## src/dll_pkg.sv

```systemverilog
`timescale 1ns / 1ps
// ----------------------------------------------------------------------------
// dll_pkg
// Types, sizes and helpers shared by the linked list manager modules.
// ----------------------------------------------------------------------------
package dll_pkg;

    localparam int CAPACITY = 32;
    localparam int IDX_W    = $clog2(CAPACITY);
    localparam int LINK_W   = IDX_W + 1;
    localparam int CNT_W    = $clog2(CAPACITY + 1);
    localparam int VAL_W    = 32;
    localparam int POS_W    = 5;
    localparam int COUNT_W  = 6;

    localparam logic [LINK_W-1:0] LINK_NULL = '1;

    typedef enum logic [1:0] {
        OP_APPEND  = 2'd0,
        OP_PREPEND = 2'd1,
        OP_REMOVE  = 2'd2,
        OP_DUMP    = 2'd3
    } op_t;

    typedef enum logic [1:0] {
        ST_OK   = 2'd0,
        ST_FULL = 2'd1,
        ST_MISS = 2'd2
    } status_t;

    typedef enum logic [2:0] {
        S_IDLE,
        S_WALK,
        S_FIX_PREV,
        S_FIX_NEXT,
        S_LINK
    } state_t;

    typedef struct packed {
        op_t                     op;
        logic signed [VAL_W-1:0] value;
    } in_item_t;

    typedef struct packed {
        status_t                 status;
        logic signed [VAL_W-1:0] value_out;
        logic [POS_W-1:0]        position;
        logic [COUNT_W-1:0]      count;
        logic                    last;
    } out_item_t;

    typedef struct packed {
        logic signed [VAL_W-1:0] value;
        logic [LINK_W-1:0]       next;
        logic [LINK_W-1:0]       prev;
    } node_t;

    // Node store access: one read port, one write port with per-field enables
    typedef struct packed {
        logic             rd_en;
        logic [IDX_W-1:0] rd_addr;
        logic             we_value;
        logic             we_next;
        logic             we_prev;
        logic [IDX_W-1:0] wr_addr;
        node_t            wr_data;
    } mem_req_t;

    typedef struct packed {
        logic             take;
        logic             give;
        logic [IDX_W-1:0] idx;
    } fm_req_t;

    function automatic logic link_ok(input logic [LINK_W-1:0] link);
        return link < LINK_W'(CAPACITY);
    endfunction

endpackage

```

## src/dll_node_ram.sv

```systemverilog
`timescale 1ns / 1ps
// ----------------------------------------------------------------------------
// dll_node_ram
// Node store: value, forward link and backward link per entry, registered read.
// ----------------------------------------------------------------------------
module dll_node_ram
    import dll_pkg::*;
(
    input  logic     clk,
    input  mem_req_t req,
    output node_t    rd_data
);

    logic signed [VAL_W-1:0] value_mem [CAPACITY];
    logic [LINK_W-1:0]       next_mem  [CAPACITY];
    logic [LINK_W-1:0]       prev_mem  [CAPACITY];

    always_ff @(posedge clk)
    begin
        if (req.we_value)
        begin
            value_mem[req.wr_addr] <= req.wr_data.value;
        end
        if (req.we_next)
        begin
            next_mem[req.wr_addr] <= req.wr_data.next;
        end
        if (req.we_prev)
        begin
            prev_mem[req.wr_addr] <= req.wr_data.prev;
        end
    end

    always_ff @(posedge clk)
    begin
        if (req.rd_en)
        begin
            rd_data.value <= value_mem[req.rd_addr];
            rd_data.next  <= next_mem[req.rd_addr];
            rd_data.prev  <= prev_mem[req.rd_addr];
        end
    end

endmodule

```

## src/dll_free_map.sv

```systemverilog
`timescale 1ns / 1ps
// ----------------------------------------------------------------------------
// dll_free_map
// One bit per store entry, set when free; offers the lowest free entry.
// ----------------------------------------------------------------------------
module dll_free_map
    import dll_pkg::*;
(
    input  logic             clk,
    input  logic             rst_n,
    input  fm_req_t          req,
    output logic             free_any,
    output logic [IDX_W-1:0] free_idx
);

    logic [CAPACITY-1:0] free_reg;
    logic [CAPACITY-1:0] free_next;

    always_comb
    begin
        free_next = free_reg;
        if (req.take)
        begin
            free_next[req.idx] = 1'b0;
        end
        if (req.give)
        begin
            free_next[req.idx] = 1'b1;
        end
    end

    // Lowest set bit wins
    always_comb
    begin
        free_idx = '0;
        for (int i = CAPACITY - 1; i >= 0; i--)
        begin
            if (free_reg[i])
            begin
                free_idx = IDX_W'(i);
            end
        end
    end

    assign free_any = |free_reg;

    always_ff @(posedge clk or negedge rst_n)
    begin
        if (!rst_n)
        begin
            free_reg <= '1;
        end
        else
        begin
            free_reg <= free_next;
        end
    end

endmodule

```

## src/dll_ctrl.sv

```systemverilog
`timescale 1ns / 1ps
// ----------------------------------------------------------------------------
// dll_ctrl
// Sequencer: head, tail and count registers, list walk, link patching, results.
// ----------------------------------------------------------------------------
module dll_ctrl
    import dll_pkg::*;
(
    input  logic             clk,
    input  logic             rst_n,
    input  logic             start,
    input  in_item_t         cmd,
    output logic             busy,
    output logic             result_strobe,
    output out_item_t        result,
    output mem_req_t         mem_req,
    input  node_t            rd_data,
    output fm_req_t          fm_req,
    input  logic             free_any,
    input  logic [IDX_W-1:0] free_idx
);

    state_t                  state_reg,  state_next;
    logic [LINK_W-1:0]       head_reg,   head_next;
    logic [LINK_W-1:0]       tail_reg,   tail_next;
    logic [CNT_W-1:0]        count_reg,  count_next;
    logic [IDX_W-1:0]        cur_reg,    cur_next;
    logic [CNT_W-1:0]        pos_reg,    pos_next;
    op_t                     op_reg,     op_next;
    logic signed [VAL_W-1:0] val_reg,    val_next;
    logic [LINK_W-1:0]       nx_reg,     nx_next;
    logic [LINK_W-1:0]       pv_reg,     pv_next;
    logic [IDX_W-1:0]        link_reg,   link_next;
    logic [IDX_W-1:0]        new_reg,    new_next;
    logic                    strobe_reg, strobe_next;
    out_item_t               res_reg,    res_next;

    logic             list_empty;
    logic             store_full;
    logic             can_walk;
    logic [CNT_W-1:0] pos_inc;
    logic             walk_more;
    logic             hit;
    logic [LINK_W-1:0] rm_head;
    logic [LINK_W-1:0] rm_tail;

    function automatic out_item_t make_result(
        input status_t                 st,
        input logic signed [VAL_W-1:0] v,
        input logic [CNT_W-1:0]        p,
        input logic [CNT_W-1:0]        c,
        input logic                    l
    );
        out_item_t r;
        r.status    = st;
        r.value_out = v;
        r.position  = POS_W'(p);
        r.count     = COUNT_W'(c);
        r.last      = l;
        return r;
    endfunction

    assign list_empty = !link_ok(head_reg) || !link_ok(tail_reg);
    assign store_full = (count_reg >= CNT_W'(CAPACITY)) || !free_any;
    assign can_walk   = link_ok(head_reg) && (count_reg != '0);
    assign pos_inc    = CNT_W'(pos_reg + 1'b1);
    assign walk_more  = link_ok(rd_data.next) && (pos_inc < count_reg);
    assign hit        = (rd_data.value == val_reg);

    // Unlink of the node under the walk: new ends of the list
    always_comb
    begin
        rm_head = link_ok(rd_data.prev) ? head_reg : rd_data.next;
        rm_tail = link_ok(rd_data.next) ? tail_reg : rd_data.prev;
        if (!link_ok(rm_head) || !link_ok(rm_tail))
        begin
            rm_head = LINK_NULL;
            rm_tail = LINK_NULL;
        end
    end

    always_comb
    begin
        state_next = state_reg;
        case (state_reg)
            S_IDLE:
            begin
                if (start)
                begin
                    case (cmd.op)
                        OP_APPEND, OP_PREPEND:
                        begin
                            if (!store_full && !list_empty)
                            begin
                                state_next = S_LINK;
                            end
                        end
                        OP_REMOVE, OP_DUMP:
                        begin
                            if (can_walk)
                            begin
                                state_next = S_WALK;
                            end
                        end
                        default:
                        begin
                            state_next = S_IDLE;
                        end
                    endcase
                end
            end
            S_WALK:
            begin
                if (op_reg == OP_REMOVE && hit)
                begin
                    state_next = S_FIX_PREV;
                end
                else if (!walk_more)
                begin
                    state_next = S_IDLE;
                end
            end
            S_FIX_PREV:
            begin
                state_next = S_FIX_NEXT;
            end
            S_FIX_NEXT:
            begin
                state_next = S_IDLE;
            end
            S_LINK:
            begin
                state_next = S_IDLE;
            end
            default:
            begin
                state_next = S_IDLE;
            end
        endcase
    end

    always_comb
    begin
        head_next   = head_reg;
        tail_next   = tail_reg;
        count_next  = count_reg;
        cur_next    = cur_reg;
        pos_next    = pos_reg;
        op_next     = op_reg;
        val_next    = val_reg;
        nx_next     = nx_reg;
        pv_next     = pv_reg;
        link_next   = link_reg;
        new_next    = new_reg;
        strobe_next = 1'b0;
        res_next    = res_reg;
        mem_req     = '0;
        fm_req      = '0;

        case (state_reg)
            S_IDLE:
            begin
                if (start)
                begin
                    op_next  = cmd.op;
                    val_next = cmd.value;
                    case (cmd.op)
                        OP_APPEND, OP_PREPEND:
                        begin
                            strobe_next = 1'b1;
                            if (store_full)
                            begin
                                res_next = make_result(ST_FULL, cmd.value, '0, count_reg, 1'b1);
                            end
                            else
                            begin
                                fm_req.take            = 1'b1;
                                fm_req.idx             = free_idx;
                                mem_req.we_value       = 1'b1;
                                mem_req.we_next        = 1'b1;
                                mem_req.we_prev        = 1'b1;
                                mem_req.wr_addr        = free_idx;
                                mem_req.wr_data.value  = cmd.value;
                                mem_req.wr_data.next   = LINK_NULL;
                                mem_req.wr_data.prev   = LINK_NULL;
                                new_next               = free_idx;
                                count_next             = CNT_W'(count_reg + 1'b1);
                                if (list_empty)
                                begin
                                    head_next = {1'b0, free_idx};
                                    tail_next = {1'b0, free_idx};
                                end
                                else if (cmd.op == OP_APPEND)
                                begin
                                    mem_req.wr_data.prev = tail_reg;
                                    link_next            = tail_reg[IDX_W-1:0];
                                    tail_next            = {1'b0, free_idx};
                                end
                                else
                                begin
                                    mem_req.wr_data.next = head_reg;
                                    link_next            = head_reg[IDX_W-1:0];
                                    head_next            = {1'b0, free_idx};
                                end
                                res_next = make_result(ST_OK, cmd.value,
                                    (cmd.op == OP_APPEND) ? count_reg : '0,
                                    CNT_W'(count_reg + 1'b1), 1'b1);
                            end
                        end
                        OP_REMOVE, OP_DUMP:
                        begin
                            if (can_walk)
                            begin
                                mem_req.rd_en   = 1'b1;
                                mem_req.rd_addr = head_reg[IDX_W-1:0];
                                cur_next        = head_reg[IDX_W-1:0];
                                pos_next        = '0;
                            end
                            else
                            begin
                                strobe_next = 1'b1;
                                res_next    = make_result(ST_MISS, cmd.value, '0, count_reg, 1'b1);
                            end
                        end
                        default:
                        begin
                            strobe_next = 1'b0;
                        end
                    endcase
                end
            end
            S_WALK:
            begin
                if (op_reg == OP_REMOVE)
                begin
                    if (hit)
                    begin
                        nx_next     = rd_data.next;
                        pv_next     = rd_data.prev;
                        head_next   = rm_head;
                        tail_next   = rm_tail;
                        fm_req.give = 1'b1;
                        fm_req.idx  = cur_reg;
                        count_next  = CNT_W'(count_reg - 1'b1);
                        strobe_next = 1'b1;
                        res_next    = make_result(ST_OK, val_reg, pos_reg,
                                                  CNT_W'(count_reg - 1'b1), 1'b1);
                    end
                    else if (walk_more)
                    begin
                        mem_req.rd_en   = 1'b1;
                        mem_req.rd_addr = rd_data.next[IDX_W-1:0];
                        cur_next        = rd_data.next[IDX_W-1:0];
                        pos_next        = pos_inc;
                    end
                    else
                    begin
                        strobe_next = 1'b1;
                        res_next    = make_result(ST_MISS, val_reg, '0, count_reg, 1'b1);
                    end
                end
                else
                begin
                    strobe_next = 1'b1;
                    res_next    = make_result(ST_OK, rd_data.value, pos_reg, count_reg,
                                              !walk_more);
                    if (walk_more)
                    begin
                        mem_req.rd_en   = 1'b1;
                        mem_req.rd_addr = rd_data.next[IDX_W-1:0];
                        cur_next        = rd_data.next[IDX_W-1:0];
                        pos_next        = pos_inc;
                    end
                end
            end
            S_FIX_PREV:
            begin
                if (link_ok(pv_reg))
                begin
                    mem_req.we_next      = 1'b1;
                    mem_req.wr_addr      = pv_reg[IDX_W-1:0];
                    mem_req.wr_data.next = nx_reg;
                end
            end
            S_FIX_NEXT:
            begin
                if (link_ok(nx_reg))
                begin
                    mem_req.we_prev      = 1'b1;
                    mem_req.wr_addr      = nx_reg[IDX_W-1:0];
                    mem_req.wr_data.prev = pv_reg;
                end
            end
            S_LINK:
            begin
                // Hook the new node onto the old end of the list
                mem_req.wr_addr = link_reg;
                if (op_reg == OP_APPEND)
                begin
                    mem_req.we_next      = 1'b1;
                    mem_req.wr_data.next = {1'b0, new_reg};
                end
                else
                begin
                    mem_req.we_prev      = 1'b1;
                    mem_req.wr_data.prev = {1'b0, new_reg};
                end
            end
            default:
            begin
                strobe_next = 1'b0;
            end
        endcase
    end

    always_ff @(posedge clk or negedge rst_n)
    begin
        if (!rst_n)
        begin
            state_reg  <= S_IDLE;
            head_reg   <= LINK_NULL;
            tail_reg   <= LINK_NULL;
            count_reg  <= '0;
            strobe_reg <= 1'b0;
        end
        else
        begin
            state_reg  <= state_next;
            head_reg   <= head_next;
            tail_reg   <= tail_next;
            count_reg  <= count_next;
            strobe_reg <= strobe_next;
        end
    end

    always_ff @(posedge clk)
    begin
        cur_reg  <= cur_next;
        pos_reg  <= pos_next;
        op_reg   <= op_next;
        val_reg  <= val_next;
        nx_reg   <= nx_next;
        pv_reg   <= pv_next;
        link_reg <= link_next;
        new_reg  <= new_next;
        res_reg  <= res_next;
    end

    assign busy          = (state_reg != S_IDLE);
    assign result_strobe = strobe_reg;
    assign result        = res_reg;

endmodule

```

## src/doubly_linked_list_manager.sv

```systemverilog
`timescale 1ns / 1ps
// ----------------------------------------------------------------------------
// doubly_linked_list_manager
// Bounded doubly linked list of signed 32-bit values in a node store.
// ----------------------------------------------------------------------------
// An item is taken when start is high and busy is low; every result appears
// for one cycle with result_strobe and cannot be held off. Results are
// registered and appear in the cycle after the step that makes them. Append
// and prepend finish in the idle step on an empty list or a full store, and
// otherwise go on to a link step that patches the old end node. Remove reads
// the head, walks one node per step and, on a hit, patches the links in
// S_FIX_PREV and S_FIX_NEXT. Dump walks the list and delivers one element per
// cycle. The single read port of the node store sets the walk at one node per
// cycle. A new node takes the lowest free entry.
module doubly_linked_list_manager
    import dll_pkg::*;
(
    input  logic      clk,
    input  logic      rst_n,
    input  logic      start,
    input  in_item_t  cmd,
    output logic      busy,
    output logic      result_strobe,
    output out_item_t result
);

    mem_req_t         mem_req;
    node_t            rd_data;
    fm_req_t          fm_req;
    logic             free_any;
    logic [IDX_W-1:0] free_idx;

    dll_node_ram u_node_ram (
        .clk     (clk),
        .req     (mem_req),
        .rd_data (rd_data)
    );

    dll_free_map u_free_map (
        .clk      (clk),
        .rst_n    (rst_n),
        .req      (fm_req),
        .free_any (free_any),
        .free_idx (free_idx)
    );

    dll_ctrl u_ctrl (
        .clk           (clk),
        .rst_n         (rst_n),
        .start         (start),
        .cmd           (cmd),
        .busy          (busy),
        .result_strobe (result_strobe),
        .result        (result),
        .mem_req       (mem_req),
        .rd_data       (rd_data),
        .fm_req        (fm_req),
        .free_any      (free_any),
        .free_idx      (free_idx)
    );

endmodule

```

## config.mk

```make
export PLATFORM = sky130hd
export DESIGN_NAME = doubly_linked_list_manager
export DESIGN_NICKNAME = d
export VERILOG_FILES = /design/src/dll_pkg.sv /design/src/dll_node_ram.sv /design/src/dll_free_map.sv /design/src/dll_ctrl.sv /design/src/doubly_linked_list_manager.sv
export SDC_FILE = /design/constraint.sdc
export NUM_CORES = 2
export LEC_CHECK = 0
export BUFFER_PORTS_ARGS = -buffer_cell sky130_fd_sc_hd__buf_2
export CAP_MARGIN = 5
export CORE_ASPECT_RATIO = 0.75
export CORE_MARGIN = 2
export CORE_UTILIZATION = 42
export CTS_BUF_LIST = sky130_fd_sc_hd__clkbuf_8
export DETAILED_ROUTE_END_ITERATION = 16
export HOLD_SLACK_MARGIN = 0.12
export SLEW_MARGIN = 20
export SYNTH_ARGS = -nofsm -noshare
export SYNTH_HDL_FRONTEND = slang
export SYNTH_HIERARCHICAL = 1
export SYNTH_SLANG_ARGS = --single-unit
```

## constraint.sdc

```tcl
create_clock -name clk -period 10.4 [get_ports clk]
set_input_delay 1.04 -clock clk [delete_from_list [all_inputs] [get_ports clk]]
set_output_delay 1.04 -clock clk [all_outputs]
set_load 0.05 [all_outputs]
```

Yosys cells after proc, flatten, opt, wreduce, memory -nomap -nowiden

Memory sizes are Yosys's and may differ from the RTL's. A register that Yosys moved wholly into a read port is not among the register bits.
Cells that the tools add are included.

Register bits: 167
RAM bits: 1408
Input port bits: 37
Output and inout port bits: 48
Memories kept: 3

Memories:

| name                 | depth | bits a word | rd ports | clocked after Yosys merged registers in | wr ports | RTL line           | source |
|---|---|---|---|---|---|---|---|
| u_node_ram.value_mem | 32    | 32          | 1        | 1                                       | 1        | dll_node_ram.sv:14 | `logic signed [VAL_W-1:0] value_mem [CAPACITY];` |
| u_node_ram.next_mem  | 32    | 6           | 1        | 1                                       | 1        | dll_node_ram.sv:15 | `logic [LINK_W-1:0] next_mem [CAPACITY];` |
| u_node_ram.prev_mem  | 32    | 6           | 1        | 1                                       | 1        | dll_node_ram.sv:16 | `logic [LINK_W-1:0] prev_mem [CAPACITY];` |

Add/subtract/negate cells: 3
$lt $le $gt $ge: 12
Eq/ne operators: 24
Mux-type cells: 145
Bitwise operators: 5
Reductions and logical operators: 35

Operators with widths:

| kind                  | number |
|---|---|
| $mux W6               | 41 |
| $mux W46              | 5 |
| $mux W5               | 46 |
| $pmux W46 S2          | 2 |
| $mux W52              | 2 |
| $mux W32              | 3 |
| $pmux W6 S2           | 5 |
| $mux W58              | 1 |
| $lt A6 B6 Y1 const B  | 8 |
| $mux W45              | 1 |
| $pmux W6 S3           | 2 |
| $and A32 B32 Y32      | 1 |
| $eq A32 B32 Y1        | 1 |
| $not A32 Y32          | 1 |
| $or A32 B32 Y32       | 1 |
| $reduce_or A32 Y1     | 1 |
| $mux W1               | 21 |
| $pmux W5 S2           | 2 |
| $pmux W5 S4           | 1 |
| $mux W3               | 5 |
| $reduce_and A7 Y1     | 2 |
| $add A6 B1 Y6 const B | 2 |
| $mux W12              | 1 |
| $reduce_and A4 Y1     | 3 |
| 35 further kinds      | 66 |

Longest topological paths before layout

Depth after elaboration: 45
Gate-level depth with buffers: 16
Depth with buffers taken out: 13

Hierarchy

Netlist, hierarchy kept.

By module, submodules not included:

| module       | times used | cells an instance | area an instance (um^2) | sequential area each (um^2) |
|---|---|---|---|---|
| dll_node_ram | 1          | 3201              | 56618.1                 | 43601.8 |
| dll_ctrl     | 1          | 662               | 7064.3                  | 3958.8 |
| dll_free_map | 1          | 183               | 1687.9                  | 840.8 |

Worst setup path before layout

No wires, ideal clock.

Path type: input -> register
Start: input cmd[33] (netlist name)
End: memory u_node_ram.value_mem[19][0] (enable)
Library setup time: 392 ps
Data arrival time: 3833 ps
Path slack: 6175 ps
Cell stages on the path: 10
Path through: nor3b_2 -> and3_1 -> clkbuf_1 -> clkbuf_1 -> nand2_1 -> nand2_1 -> clkbuf_1 -> or3b_1 -> nor2_1 -> and2_1

RTL lines:

| item               | RTL line                         | source |
|---|---|---|
| start: declaration | doubly_linked_list_manager.sv:21 | `input in_item_t cmd,` |
| end: declaration   | dll_node_ram.sv:14               |  |

==> flow_metrics.env <==
export IMPL_status="finished clean"
export IMPL_p_leak_nw=19.6
export IMPL_finClkSkew_ns=0.0571
export IMPL_netlist_area_mm2=0.0654
export IMPL_max_stage_delay_ns=0.78
export IMPL_dp_cells=6005
export IMPL_cts_buffers_inserted=241
export IMPL_dr_max_layer_used="met4"
export IMPL_reg_top3="u_node_ram/value_mem: 1024 flops, u_node_ram/next_mem: 192 flops, u_node_ram/prev_mem: 192 flops"
export IMPL_crit_arrival_ns=6.47
export IMPL_totalWireLength_um=178000
export IMPL_wl_met3_um=16600
export IMPL_swShare_pct=21.3
export IMPL_syn_avg_cell_area_um2=16.2
export IMPL_clock_sinks=1619
export IMPL_clock_latency_ns=0.99
export IMPL_ctsResizeCount=0
export IMPL_drt_pass1_iter_count=5
export IMPL_drive_gt1_share_pct=13.0
export IMPL_synth_top_area_share_pct=71.9
export IMPL_max_flop_register="u_node_ram/value_mem"
export IMPL_antenna_found_initial=14
export IMPL_largest_reg_flops=1024
export IMPL_syn_nets=4092
export IMPL_grt_overflow=0
export IMPL_core_mm2=0.155
export IMPL_setup_viol=0
export IMPL_p_seq_share_pct=59.3
export IMPL_hold_class="input pin to async pin"
export IMPL_worst_path_max_fanout=46
export IMPL_grt_max_degree=148
export IMPL_nets=4264
export IMPL_finalCritPeriodShare_pct=55.7
export IMPL_dr_total_vias=37100
export IMPL_worst_slew_pin_slew_ns=1.22
export IMPL_io_pins=85
export IMPL_switching_power_mw=2.53
export IMPL_ant_nets=0
export IMPL_synth_cells=4046
export IMPL_gp_congestion=0.814
export IMPL_cts_tree="built"
export IMPL_synth_top_area_cell="edfxtp_1"
export IMPL_crit_path_cell_trace="nand3_1 > nor2_1 > xor2_1 > ha_1 > nand4_1 > o221ai_1 > buf_4 > nor2_1 > a32o_4 > buf_4 > buf_4 > mux2i_1 > a22o_1 > nor3_1 > a31oi_1 > nand3_1"
export IMPL_path_clk_slew_ns=0.06
export IMPL_nFillCells=13100
export IMPL_fin_util_pct=46.7
export IMPL_comb_power_share_pct=0.8
export IMPL_htreeDepth=4
export IMPL_relSlewSlack_pct=18.7
export IMPL_worstPathRequired_ns=11.08
export IMPL_grt_pass1_wl_um=252000
export IMPL_grt_setup_unrepaired="false"
export IMPL_cts_buffer_depth=3
export IMPL_initial_utilization_pct=42.3
export IMPL_die_width_um=460
export IMPL_timing_final_ws_setup_ns=4.60
export IMPL_postCtsSetupBuffers=0
export IMPL_grt_pass1_vias=35000
export IMPL_hold_buffers=0
export IMPL_layout_cells_non_filler=6451
export IMPL_wl_met2_um=77600
export IMPL_seq_area_mm2=0.0484
export IMPL_drt_met1_wl_um=79900
export IMPL_critPathKind="register to register"
export IMPL_via_per_inst=5.76
export IMPL_maxSlewViolCount=0
export IMPL_period_minus_slack_ns=5.80
export IMPL_p_int_mw=9.39
export IMPL_rows=125
export IMPL_portBuffers=84
export IMPL_peakVddDrop_v=0.000113
export IMPL_gr_usage_all_layers_pct=21.9
export IMPL_wl_per_cell_um=27.6
export IMPL_clock_root_buffer="clkbuf_8"
export IMPL_ys_ff_latch=1619
export IMPL_cp_start_kind="register"
export IMPL_total_power_mw=11.9
export IMPL_critPathMostFrequentCell="buf_4"
export IMPL_critPathSlowestCell="buf_4"
export IMPL_ys_top_cells_by_area="edfxtp_1 (72%), mux2i_1 (11%), dfstp_2 (1.8%), a22oi_1 (1.6%), nand2_1 (1.5%)"
export IMPL_synth_top_flop_cell="edfxtp_1"
export IMPL_die_y_um=346
export IMPL_finalHoldViolations=0
export IMPL_dp_slack_ns=4.69
export IMPL_p_per_area_mw_per_mm2=165
export IMPL_multi_input_area_mm2=0.0158
export IMPL_drtIter0Drc=4459
export IMPL_die_area_mm2=0.159
export IMPL_seq_area_frac_synth_pct=74.0
export IMPL_yosysUniqueCellTypes=67
export IMPL_syn_to_final_growth_pct=10.6
export IMPL_tns_ns=0
export IMPL_dpl_hpwl_um=90000
export IMPL_pwr_share_clk_pct=39.9
export IMPL_ys_warnings_count=6
export IMPL_drt_drc_violations_left=0
export IMPL_cp_end_kind="register"
export IMPL_async_flop_share_pct=3.34
export IMPL_cap_viol_max_count=0
export IMPL_synth_edf_count=1565
export IMPL_fmax_mhz=173
[Yosys cell counts, drive strengths merged (5+ instances only)]
cell type / n
nand2: 258
nand4: 5
clkbuf: 97
a21o: 6
mux2: 15
nor3: 61
xnor2: 12
or4: 5
o21ai: 90
dfrtp: 10
dfstp: 44
nand3b: 10
or3b: 7
nor4: 16
and3: 9
nand2b: 6
a22o: 100
a21oi: 162
mux2i: 705
ha: 9
o31ai: 5
inv: 20
xor2: 35
a31oi: 79
buf: 136
nand3: 146
nor3b: 6
edfxtp: 1565
a22oi: 142
nor2: 105
and2: 131
a222oi: 5
a32o: 6
or3: 6
[cells in the final DEF, fill, tap and decap left out, types with 44 or more instances in the layout]
cell	instances
a21oi_1	161
a22o_1	99
a22oi_1	142
a31oi_1	79
and2_1	97
buf_2	84
buf_4	70
clkbuf_8	250
clkinv_1	60
dfstp_2	44
edfxtp_1	1565
inv_1	114
mux2i_1	705
nand2_1	254
nand3_1	146
nor2_1	103
nor3_1	58
o21ai_0	58
[worst paths after layout]
check | endpoint | start | slack (ns) | depth (start not counted)
worst max-delay path | u_node_ram/rd_data[28] | u_ctrl/pos_reg[2] | 4.60 | 16
worst min-delay path | u_ctrl/result_strobe | rst_n | 0.21 | 2
worst max register to register | u_node_ram/rd_data[28] | u_ctrl/pos_reg[2] | 4.60 | 16
worst min register to register | u_free_map/free_reg[1] | u_free_map/free_reg[1] | 0.51 | 2
max in group asynchronous | u_ctrl/count_reg[5] | rst_n | 9.67 | 2
min in group clk | u_ctrl/val_reg[22] | cmd[22] | 0.26 | 1
[metrics by stage]
step	hold slack, ns	area (um^2)
final	0.214	72300
after global routing	0.212	72300
after CTS	0.169	72300
after detailed placement	0.501	67900
after global placement	0.491	67900
after floorplan	0.426	65400
[power groups by stage]
stage	clock network (mW)	registers (mW)	logic, mW
after floorplan	0	7.23	0.0245
after global placement	0	7.21	0.0958
after detailed placement	0	7.21	0.0961
after CTS	4.86	7.07	0.0964
after global routing	5.12	7.07	0.101
final	4.76	7.07	0.0966
[routing by layer]
layer / global-route usage, % / up-vias
li1: - / 16100
met1: 33.2 / 19000
met2: 31.9 / 1760
met3: 4.91 / 255
met4: 5.42 / 0
met5: 0 / -
[layout make-up]
type                       instances  share of cell area [%]
multi-input combinational       2174                    21.8
timing repair buffer             162                    1.52
tap                             2032                    3.52
antenna                            5                  0.0173
sequential                      1619                    66.9
clock buffer                     250                    4.76
inverter                          20                   0.104
clock inverter                   189                    1.30
[critical path: cells and delay by family (launching register included)]
kind            cells  cell delay (ns)
compound gates      4             1.15
xor+xnor            1             0.22
fa+ha+maj           1             0.29
buf+inv             3             1.63
flops               1             0.45
mux                 1             0.44
simple gates        6             1.21
[kinds of logic after synthesis]
logic type | after synthesis | share of synthesized area [%]
adders and majority gates | 9 | 0.172
muxes | 720 | 11.1
DFF | 1619 | 74.0
and+or+nand+nor | 778 | 5.80
buffers and inverters | 253 | 1.98
xor gates and xnor gates | 47 | 0.630
AOI/OAI and AO/OA | 620 | 6.33
Power figures use the tool's default switching activity.
